$ cat src/bkta_pkg.sv
// bkta_pkg: shared constants, register codes and control types for the
// best-k timing averager. No dependencies.
`timescale 1ns / 1ps
package bkta_pkg;

  localparam int KEEP_COUNT_DEF = 10;
  localparam int TIME_WIDTH_DEF = 32;

  localparam logic [7:0]  TOL_RESET   = 8'd51;
  localparam logic [31:0] LIMIT_RESET = 32'd900000000;

  // register index, taken from paddr[2]
  localparam logic REG_TOL   = 1'b0;
  localparam logic REG_LIMIT = 1'b1;

  localparam logic [3:0] KEPT_SAT = 4'd15;

  typedef struct packed {
    logic insert;
    logic rotate;
  } cell_ctrl_t;

  typedef struct packed {
    logic busy;
    logic done;
  } div_stat_t;

endpackage

$ cat src/bkta_cell.sv
// bkta_cell: one slot of the sorted ring of kept samples.
// Depends on bkta_pkg (cell_ctrl_t).
`timescale 1ns / 1ps
module bkta_cell
  import bkta_pkg::*;
#(
  parameter int TIME_WIDTH = TIME_WIDTH_DEF
) (
  input  logic                  clk,
  input  logic                  rst_n,
  input  cell_ctrl_t            ctrl,
  input  logic [TIME_WIDTH-1:0] sample,
  input  logic [TIME_WIDTH-1:0] prev_val,
  input  logic                  prev_gt,
  output logic [TIME_WIDTH-1:0] val,
  output logic                  gt
);

  logic [TIME_WIDTH-1:0] val_r;

  assign val = val_r;
  assign gt  = sample < val_r;

  // insert: slots above the insertion point take their neighbour's entry
  always_ff @(posedge clk) begin
    if (!rst_n) begin
      val_r <= '1;
    end else if (ctrl.insert) begin
      if (gt) begin
        val_r <= prev_gt ? prev_val : sample;
      end
    end else if (ctrl.rotate) begin
      val_r <= prev_val;
    end
  end

endmodule

$ cat src/bkta_divider.sv
// bkta_divider: restoring divider, one quotient bit per cycle.
// Depends on bkta_pkg (div_stat_t).
`timescale 1ns / 1ps
module bkta_divider
  import bkta_pkg::*;
#(
  parameter int SUM_W = 36,
  parameter int CNT_W = 4
) (
  input  logic             clk,
  input  logic             rst_n,
  input  logic             start,
  input  logic [SUM_W-1:0] dividend,
  input  logic [CNT_W-1:0] divisor,
  output div_stat_t        stat,
  output logic [SUM_W-1:0] quotient
);

  localparam int STEP_W = $clog2(SUM_W + 1);

  logic [SUM_W-1:0]  quo_r;
  logic [CNT_W-1:0]  rem_r;
  logic [CNT_W-1:0]  div_r;
  logic [STEP_W-1:0] step_r;
  logic              busy_r;
  logic              done_r;
  logic [CNT_W:0]    shifted;
  logic              ge;

  assign shifted  = {rem_r, quo_r[SUM_W-1]};
  assign ge       = shifted >= {1'b0, div_r};
  assign quotient = quo_r;
  assign stat     = '{busy: busy_r, done: done_r};

  always_ff @(posedge clk) begin
    if (!rst_n) begin
      busy_r <= 1'b0;
      done_r <= 1'b0;
    end else begin
      done_r <= 1'b0;
      if (start) begin
        busy_r <= 1'b1;
        step_r <= STEP_W'(SUM_W);
        quo_r  <= dividend;
        rem_r  <= '0;
        div_r  <= divisor;
      end else if (busy_r) begin
        rem_r  <= ge ? CNT_W'(shifted - {1'b0, div_r}) : shifted[CNT_W-1:0];
        quo_r  <= {quo_r[SUM_W-2:0], ge};
        step_r <= step_r - 1'b1;
        if (step_r == STEP_W'(1)) begin
          busy_r <= 1'b0;
          done_r <= 1'b1;
        end
      end
    end
  end

endmodule

$ cat src/best_k_timing_averager.sv
// best_k_timing_averager: top level; ring of sample cells, scan accumulator,
// serial divider and APB register file. Depends on bkta_pkg, bkta_cell, bkta_divider.
`timescale 1ns / 1ps
// Usage:
//   in_*  : one time_sample per beat (tdata[31:0]).
//   out_* : one result beat per sample; tuser = rejected,
//           tdata[31:0] = average_time, tdata[35:32] = kept_count.
//   cfg_* : APB, 0x0 tolerance_frac (8 bits), 0x4 valid_limit (32 bits).
// Each sample runs: band multiply, compare, insert into the cell ring (accepted
// samples only), then a full rotation of the ring to sum and count the entries
// below valid_limit, then the restoring divider, which shifts out the quotient
// bit by bit. The divider is skipped for a rejected sample and for an accepted
// one with no entry counted. in_tready rises as the result is loaded into the
// output register.
// One sample is in flight at a time; in_tready is high while idle, also when a
// result is still waiting on out_tready. A finished item waits in its last state
// until the output register is free, so a stalled receiver holds off the next one.
// Reset (synchronous, rst_n low) empties all slots to all ones, clears the
// average, and restores the register defaults.
module best_k_timing_averager
  import bkta_pkg::*;
#(
  parameter int KEEP_COUNT = KEEP_COUNT_DEF,
  parameter int TIME_WIDTH = TIME_WIDTH_DEF
) (
  input  logic        clk,
  input  logic        rst_n,
  input  logic        in_tvalid,
  output logic        in_tready,
  input  logic [31:0] in_tdata,     // [31:0] time_sample
  output logic        out_tvalid,
  input  logic        out_tready,
  output logic [39:0] out_tdata,    // [31:0] average_time, [35:32] kept_count, zero pad
  output logic        out_tuser,    // [0] rejected
  input  logic        cfg_psel,
  input  logic        cfg_penable,
  input  logic        cfg_pwrite,
  input  logic [2:0]  cfg_paddr,
  input  logic [31:0] cfg_pwdata,
  output logic [31:0] cfg_prdata,
  output logic        cfg_pready
);

  localparam int CNT_W  = $clog2(KEEP_COUNT + 1);
  localparam int SUM_W  = TIME_WIDTH + CNT_W;
  localparam int SCAN_W = $clog2(KEEP_COUNT);
  localparam int CMP_W  = (TIME_WIDTH > 32) ? TIME_WIDTH : 32;
  localparam int KW     = (CNT_W > 4) ? CNT_W : 4;
  localparam int PW     = TIME_WIDTH + 9;

  typedef enum logic [2:0] {
    S_IDLE, S_MUL, S_CMP, S_INSERT, S_SCAN, S_DIV, S_DONE
  } state_t;

  state_t                state_r;
  logic [7:0]            tol_r;
  logic [31:0]           limit_r;
  logic [TIME_WIDTH-1:0] sample_r;
  logic [TIME_WIDTH-1:0] avg_r;
  logic                  have_avg_r;
  logic [PW-1:0]         upper_r;
  logic [PW-1:0]         lower_r;
  logic                  reject_r;
  logic [SUM_W-1:0]      sum_r;
  logic [SUM_W-1:0]      sum_nxt;
  logic [CNT_W-1:0]      cnt_r;
  logic [CNT_W-1:0]      cnt_nxt;
  logic [SCAN_W-1:0]     scan_r;
  logic [CNT_W-1:0]      kept_r;
  logic                  out_valid_r;
  logic                  out_rej_r;
  logic [31:0]           out_avg_r;
  logic [3:0]            out_kept_r;

  logic                  in_fire;
  logic                  cfg_wr;
  logic [TIME_WIDTH-1:0] in_time;
  logic [PW-1:0]         scaled;
  logic                  scan_last;
  logic                  counted;
  logic                  div_start;
  logic                  out_free;
  logic [KW-1:0]         kept_ext;
  logic [CMP_W-1:0]      avg_ext;
  cell_ctrl_t            ctrl;
  div_stat_t             div_stat;
  logic [SUM_W-1:0]      quotient;

  logic [TIME_WIDTH-1:0] cell_val [KEEP_COUNT];
  logic                  cell_gt  [KEEP_COUNT];

  assign in_tready = (state_r == S_IDLE);
  assign in_fire   = in_tvalid && in_tready;
  assign in_time   = TIME_WIDTH'(in_tdata);
  assign cfg_wr    = cfg_psel && cfg_penable && cfg_pwrite && cfg_pready;
  assign cfg_pready = 1'b1;

  always_comb begin
    case (cfg_paddr[2])
      REG_TOL:   cfg_prdata = {24'd0, tol_r};
      REG_LIMIT: cfg_prdata = limit_r;
      default:   cfg_prdata = '0;
    endcase
  end

  assign ctrl = '{insert: (state_r == S_INSERT), rotate: (state_r == S_SCAN)};

  for (genvar g = 0; g < KEEP_COUNT; g++) begin : g_cell
    if (g == 0) begin : g_head
      bkta_cell #(.TIME_WIDTH(TIME_WIDTH)) u_cell (
        .clk, .rst_n, .ctrl, .sample(sample_r),
        .prev_val(cell_val[KEEP_COUNT-1]), .prev_gt(1'b0),
        .val(cell_val[g]), .gt(cell_gt[g])
      );
    end else begin : g_body
      bkta_cell #(.TIME_WIDTH(TIME_WIDTH)) u_cell (
        .clk, .rst_n, .ctrl, .sample(sample_r),
        .prev_val(cell_val[g-1]), .prev_gt(cell_gt[g-1]),
        .val(cell_val[g]), .gt(cell_gt[g])
      );
    end
  end

  // tail slot is read once per rotation step
  assign counted   = CMP_W'(cell_val[KEEP_COUNT-1]) < CMP_W'(limit_r);
  assign sum_nxt   = counted ? sum_r + SUM_W'(cell_val[KEEP_COUNT-1]) : sum_r;
  assign cnt_nxt   = counted ? cnt_r + 1'b1 : cnt_r;
  assign scan_last = (scan_r == SCAN_W'(KEEP_COUNT - 1));
  assign div_start = (state_r == S_SCAN) && scan_last && !reject_r && (cnt_nxt != '0);
  assign scaled    = {sample_r, 8'd0};
  assign out_free  = !out_valid_r || out_tready;
  assign kept_ext  = KW'(kept_r);
  assign avg_ext   = CMP_W'(avg_r);

  bkta_divider #(.SUM_W(SUM_W), .CNT_W(CNT_W)) u_div (
    .clk, .rst_n, .start(div_start), .dividend(sum_nxt), .divisor(cnt_nxt),
    .stat(div_stat), .quotient
  );

  always_ff @(posedge clk) begin
    if (!rst_n) begin
      tol_r   <= TOL_RESET;
      limit_r <= LIMIT_RESET;
    end else if (cfg_wr) begin
      case (cfg_paddr[2])
        REG_TOL:   tol_r   <= cfg_pwdata[7:0];
        REG_LIMIT: limit_r <= cfg_pwdata;
        default:   ;
      endcase
    end
  end

  always_ff @(posedge clk) begin
    if (!rst_n) begin
      state_r     <= S_IDLE;
      avg_r       <= '0;
      have_avg_r  <= 1'b0;
      out_valid_r <= 1'b0;
    end else begin
      // S_DONE reloads the output register itself
      if (out_valid_r && out_tready && (state_r != S_DONE)) begin
        out_valid_r <= 1'b0;
      end
      case (state_r)
        S_IDLE: begin
          if (in_fire) begin
            sample_r <= in_time;
            if (!have_avg_r) begin
              avg_r      <= in_time;
              have_avg_r <= 1'b1;
            end
            state_r <= S_MUL;
          end
        end
        S_MUL: begin
          upper_r <= PW'(avg_r) * PW'(9'd256 + {1'b0, tol_r});
          lower_r <= PW'(avg_r) * PW'(9'd256 - {1'b0, tol_r});
          state_r <= S_CMP;
        end
        S_CMP: begin
          reject_r <= (scaled > upper_r) || (scaled < lower_r);
          sum_r    <= '0;
          cnt_r    <= '0;
          scan_r   <= '0;
          state_r  <= ((scaled > upper_r) || (scaled < lower_r)) ? S_SCAN : S_INSERT;
        end
        S_INSERT: begin
          state_r <= S_SCAN;
        end
        S_SCAN: begin
          sum_r  <= sum_nxt;
          cnt_r  <= cnt_nxt;
          scan_r <= scan_r + 1'b1;
          if (scan_last) begin
            kept_r  <= cnt_nxt;
            state_r <= div_start ? S_DIV : S_DONE;
          end
        end
        S_DIV: begin
          if (div_stat.done) begin
            avg_r   <= quotient[TIME_WIDTH-1:0];
            state_r <= S_DONE;
          end
        end
        S_DONE: begin
          if (out_free) begin
            out_valid_r <= 1'b1;
            out_rej_r   <= reject_r;
            out_avg_r   <= avg_ext[31:0];
            out_kept_r  <= (kept_ext > KW'(KEPT_SAT)) ? KEPT_SAT : kept_ext[3:0];
            state_r     <= S_IDLE;
          end
        end
        default: state_r <= S_IDLE;
      endcase
    end
  end

  assign out_tvalid = out_valid_r;
  assign out_tuser  = out_rej_r;
  assign out_tdata  = {4'd0, out_kept_r, out_avg_r};

endmodule

$ cat config.mk
export PLATFORM = sky130hd
export DESIGN_NAME = best_k_timing_averager
export DESIGN_NICKNAME = d
export VERILOG_FILES = /design/src/bkta_pkg.sv /design/src/bkta_cell.sv /design/src/bkta_divider.sv /design/src/best_k_timing_averager.sv
export SDC_FILE = /design/constraint.sdc
export NUM_CORES = 2
export LEC_CHECK = 0
export ABC_AREA = 1
export BUFFER_PORTS_ARGS = -buffer_cell sky130_fd_sc_hd__buf_2
export CELL_PAD_IN_SITES_DETAIL_PLACEMENT = 0
export CELL_PAD_IN_SITES_GLOBAL_PLACEMENT = 2
export CORE_MARGIN = 10
export CORE_UTILIZATION = 40
export DETAILED_ROUTE_END_ITERATION = 10
export PLACE_DENSITY_LB_ADDON = 0.1
export RECOVER_POWER = 100
export SYNTH_ARGS = -nofsm -noshare
export SYNTH_HDL_FRONTEND = slang
export SYNTH_HIERARCHICAL = 1
export SYNTH_SLANG_ARGS = --single-unit
export TNS_END_PERCENT = 5
$ cat constraint.sdc
create_clock -name clk -period 8.7 [get_ports clk]
set_clock_uncertainty 0.15 [all_clocks]
set_input_delay 0.87 -clock clk [delete_from_list [all_inputs] [get_ports clk]]
set_output_delay 0.87 -clock clk [all_outputs]
set_load 0.1 [all_outputs]
==> metrics.md <==
| Metric | Value |
|---|---|
| Routed WL | `206.4 mm` |
| Number of antenna violations at the first check in global routing | `15` |
| Relative slew margins | `-149.6%` |
| Internal power | `around 14 mW` |
| Combined area of all synthesized cells | `around 60000 sq um` |
| Post-layout worst setup margin | `roughly 0.76 ns` |
| Post-CTS Setup Inserts | `0` |
| Most common cell type on the critical path | `sky130_fd_sc_hd__clkbuf_1` |
| Leak Pwr | `between 30 and 40 nW` |
| Remaining DRCs | `0` |
| Number of buffers added to fix hold violations after cts | `0` |
| Max Slew Vio Count | `between 800 and 900` |
| Die Width | `406.8 um` |
| Vias per cell | `between 5 and 6` |
| R2r setup slk | `between 1 and 1.5 ns` |
| Number of instances in the placed design | `approximately 9.3k` |
| Area taken by multi-input logic gates | `37410 sq um` |
| Result of the run | `finished with violations` |
| Cell with the biggest individual delay on the critical path | `sky130_fd_sc_hd__clkbuf_1` |
| Total power | `about 30 mW` |
| Worst-case clock buffer depth | `3` |
| Power density over the cells | `465.6 nW/um^2` |
| Synthesis-to-layout area growth | `7.809%` |
| Worst-Margin Slew | `between 3 and 4 ns` |
| Number of buffers added by the clock tree synthesis step | `between 80 and 90` |
| Setup repair after global routing missed its margin | `false` |
| Minimum setup slack after placement | `1.126 ns` |
| Setup TNS | `0 ns` |
| Delay-heaviest family, CP | `buffers and inverters` |
| HP Class | `input pin to flip-flop` |
| Count of final hold-check violations | `0` |
| Placed wire-length estimate | `roughly 150 mm` |
| Final cell count without fillers | `9448` |
| Number of failing setup endpoints in the final timing report | `0` |
| Highest net fanout along the worst path | `55` |
| Routed via count | `between 40k and 50k` |
| Number of antenna-violating nets in the routed design | `0` |
| Register area | `~15000 sq um` |
| Data arrival time at the worst-slack endpoint | `8.03 ns` |
| Global-route wire length before repair | `~310 mm` |
| Area of the die | `between 150000 and 200000 sq um` |
| Instance count of the mapped netlist | `roughly 7.4k` |
| Upper clock frequency limit | `around 130 MHz` |
| WP data required | `slightly below 9 ns` |
| Cell chain of the critical path | `clkbuf_1 > clkbuf_1 > nand2_1 > nand2_1 > clkbuf_1` |
| Number of buffer and inverter stages on the critical path | `3` |
| Weighted congestion at the end of routability-driven global placement | `around 0.9` |
| Sink count of the clock tree | `648` |
| Violated checks | `capacitance limit, slew limit` |
| Starting utilization of the core area | `between 40 and 50%` |
| Port Buf Inserts | `142` |
| Clock tree root buffer cell | `sky130_fd_sc_hd__clkbuf_16` |
| Standard-cell rows | `about 140` |
| Clock slew seen by the registers of the worst setup and hold paths | `around 0.06 ns` |
| Initial DRT Pass Iterations | `6` |
| Number of filler instances in the final layout | `~15k` |
| CP peak stage delay | `about 2.2 ns` |
| Overall overflow remaining after global route | `0` |
| Kind of critical path | `input pin to flip-flop` |
| Switching part of the total power | `between 50% and 60%` |
| Final clock period utilization by the worst path | `91.31%` |
| Element type at the critical path start | `input pin` |
| Wire length per cell | `~22 um` |
| Number of placed I/O pins | `150` |
| Via count of the first global-routing pass | `approximately 50k` |
| Initial DRC count | `3347` |
| Die height | `about 410 um` |
| H-tree level count | `3` |
| Minimum clock period | `about 8 ns` |
| Switch Pwr | `15.65 mW` |
| Worst Setup End Kind | `flip-flop` |
| Worst-Skew Late Latency | `between 0.7 and 0.8 ns` |
| # Max-Cap Violations | `21` |
| Average cell area after synthesis | `between 8 and 9 sq um` |
| Core Area | `around 150000 sq um` |
| Nets | `8590` |
| CTS tree | `done` |
| Logic pwr share | `68.9%` |
| Yosys synthesis warning count | `6` |
| Clk network pwr share | `around 12%` |
| Ratio of cells with drive above 1 in the final layout | `7.836%` |
| Largest net degree at the start of global routing | `around 80` |
| Sequential group share of total power | `around a fifth` |
| Resized Gates After CTS | `0` |
| Worst supply voltage drop on vdd | `~0.43 mV` |
| Global routing usage summed across all routing layers | `25.00%` |
[cell usage in the layout, fill, tap and decap left out, types with 13 or more instances in the layout]
cell	count
sky130_fd_sc_hd__nor3_1	21
sky130_fd_sc_hd__clkinv_2	18
sky130_fd_sc_hd__mux2_2	230
sky130_fd_sc_hd__inv_1	1331
sky130_fd_sc_hd__xnor2_1	34
sky130_fd_sc_hd__nand2_1	1528
sky130_fd_sc_hd__buf_2	38
sky130_fd_sc_hd__nor2_1	416
sky130_fd_sc_hd__a21o_1	13
sky130_fd_sc_hd__edfxtp_1	249
sky130_fd_sc_hd__buf_4	82
sky130_fd_sc_hd__or2_2	15
sky130_fd_sc_hd__dfxtp_1	399
sky130_fd_sc_hd__a31oi_1	70
sky130_fd_sc_hd__o21a_1	32
sky130_fd_sc_hd__o211ai_1	18
sky130_fd_sc_hd__clkbuf_1	148
sky130_fd_sc_hd__clkinv_1	15
sky130_fd_sc_hd__and2_1	14
sky130_fd_sc_hd__a21oi_1	359
sky130_fd_sc_hd__clkbuf_16	85
sky130_fd_sc_hd__nand3_1	723
sky130_fd_sc_hd__fa_1	418
sky130_fd_sc_hd__mux2_1	80
sky130_fd_sc_hd__xor2_1	79
sky130_fd_sc_hd__nand4_1	45
sky130_fd_sc_hd__ha_1	649
sky130_fd_sc_hd__o21ai_0	217
[path summary, 6_finish.rpt]
check | from | to | depth (start not counted)
setup / recovery | rst_n | u_div/quotient[23] | 5
hold / removal | cfg_pwdata[21] | limit_r[21] | 3
setup reg to reg | tol_r[0] | lower_r[23] | 26
hold reg to reg | kept_ext[0] | out_kept_r[0] | 0
[flip-flops by register name (all words and copies together), names as in the netlist, 6 cells and up]
| name | flops |
|---|---|
| g_cell.g_body.u_cell/val | 288 |
| upper_r | 41 |
| lower_r | 40 |
| sum_r | 36 |
| u_div/quotient | 36 |
| avg_ext | 32 |
| g_cell.g_head.u_cell/val | 32 |
| limit_r | 32 |
| out_avg_r | 32 |
| sample_r | 32 |
| tol_r | 8 |
| u_div/step_r | 6 |
[power groups by stage]
stage          clock network [mW]  logic, mW  registers, mW
2_1_floorplan                   0       15.8           5.29
3_3_place_gp                    0       21.1           5.78
3_5_place_dp                    0       21.1           5.78
4_1_cts                      3.74       21.3           5.72
5_1_grt                      3.85       24.0           5.80
6_report                     3.64       20.7           5.71
[layout make-up]
type	count	share of cell area, %
inverters	1349	7.847
clock inverters	50	0.8570
well taps	1930	3.742
multi-input cells	5105	57.97
flip-flops and latches	648	23.96
clock buffers	104	3.546
diodes	1	0.003878
repair buffers	261	2.073
[worst register-to-register path, cell delays in order, from the launching register on]
cell and delay [ns]:
sky130_fd_sc_hd__dfxtp_1 0.31, sky130_fd_sc_hd__buf_4 0.24, sky130_fd_sc_hd__nor3_1 0.69, sky130_fd_sc_hd__or2_2 0.23, sky130_fd_sc_hd__nand2_1 0.21, sky130_fd_sc_hd__inv_1 0.22, sky130_fd_sc_hd__buf_4 0.33, sky130_fd_sc_hd__nand2_1 0.13
sky130_fd_sc_hd__fa_1 0.54, sky130_fd_sc_hd__inv_1 0.05, sky130_fd_sc_hd__fa_1 0.49, sky130_fd_sc_hd__inv_1 0.06, sky130_fd_sc_hd__fa_1 0.47, sky130_fd_sc_hd__inv_1 0.05, sky130_fd_sc_hd__fa_1 0.53, sky130_fd_sc_hd__inv_1 0.05
sky130_fd_sc_hd__fa_1 0.54, sky130_fd_sc_hd__inv_1 0.05, sky130_fd_sc_hd__ha_1 0.34, sky130_fd_sc_hd__a21oi_1 0.15, sky130_fd_sc_hd__o21ai_0 0.15, sky130_fd_sc_hd__a21o_1 0.20, sky130_fd_sc_hd__a21oi_1 0.22, sky130_fd_sc_hd__o21ai_0 0.22
sky130_fd_sc_hd__a21boi_0 0.43, sky130_fd_sc_hd__o21ai_0 0.17, sky130_fd_sc_hd__xor2_1 0.19
[per-stage QoR]
step,util (%),hold WS (ns),cell area [sq um]
after global routing,43.55,0.1890,64530
after floorplan,-,0.2503,59870
after global placement,41.95,0.2615,62170
after detailed placement,41.95,0.2577,62170
after CTS,43.87,0.1417,65010
final,43.55,0.2167,64530
[metal layers]
metal	GRT usage, %	up-vias	wire length (um)
met5	0	-	29
met4	7.116	6	6417
met3	3.441	278	10580
met2	44.20	1146	101600
met1	31.63	24120	87710
li1	-	23860	-
Note: power is estimated with default switching activity, not from simulation.
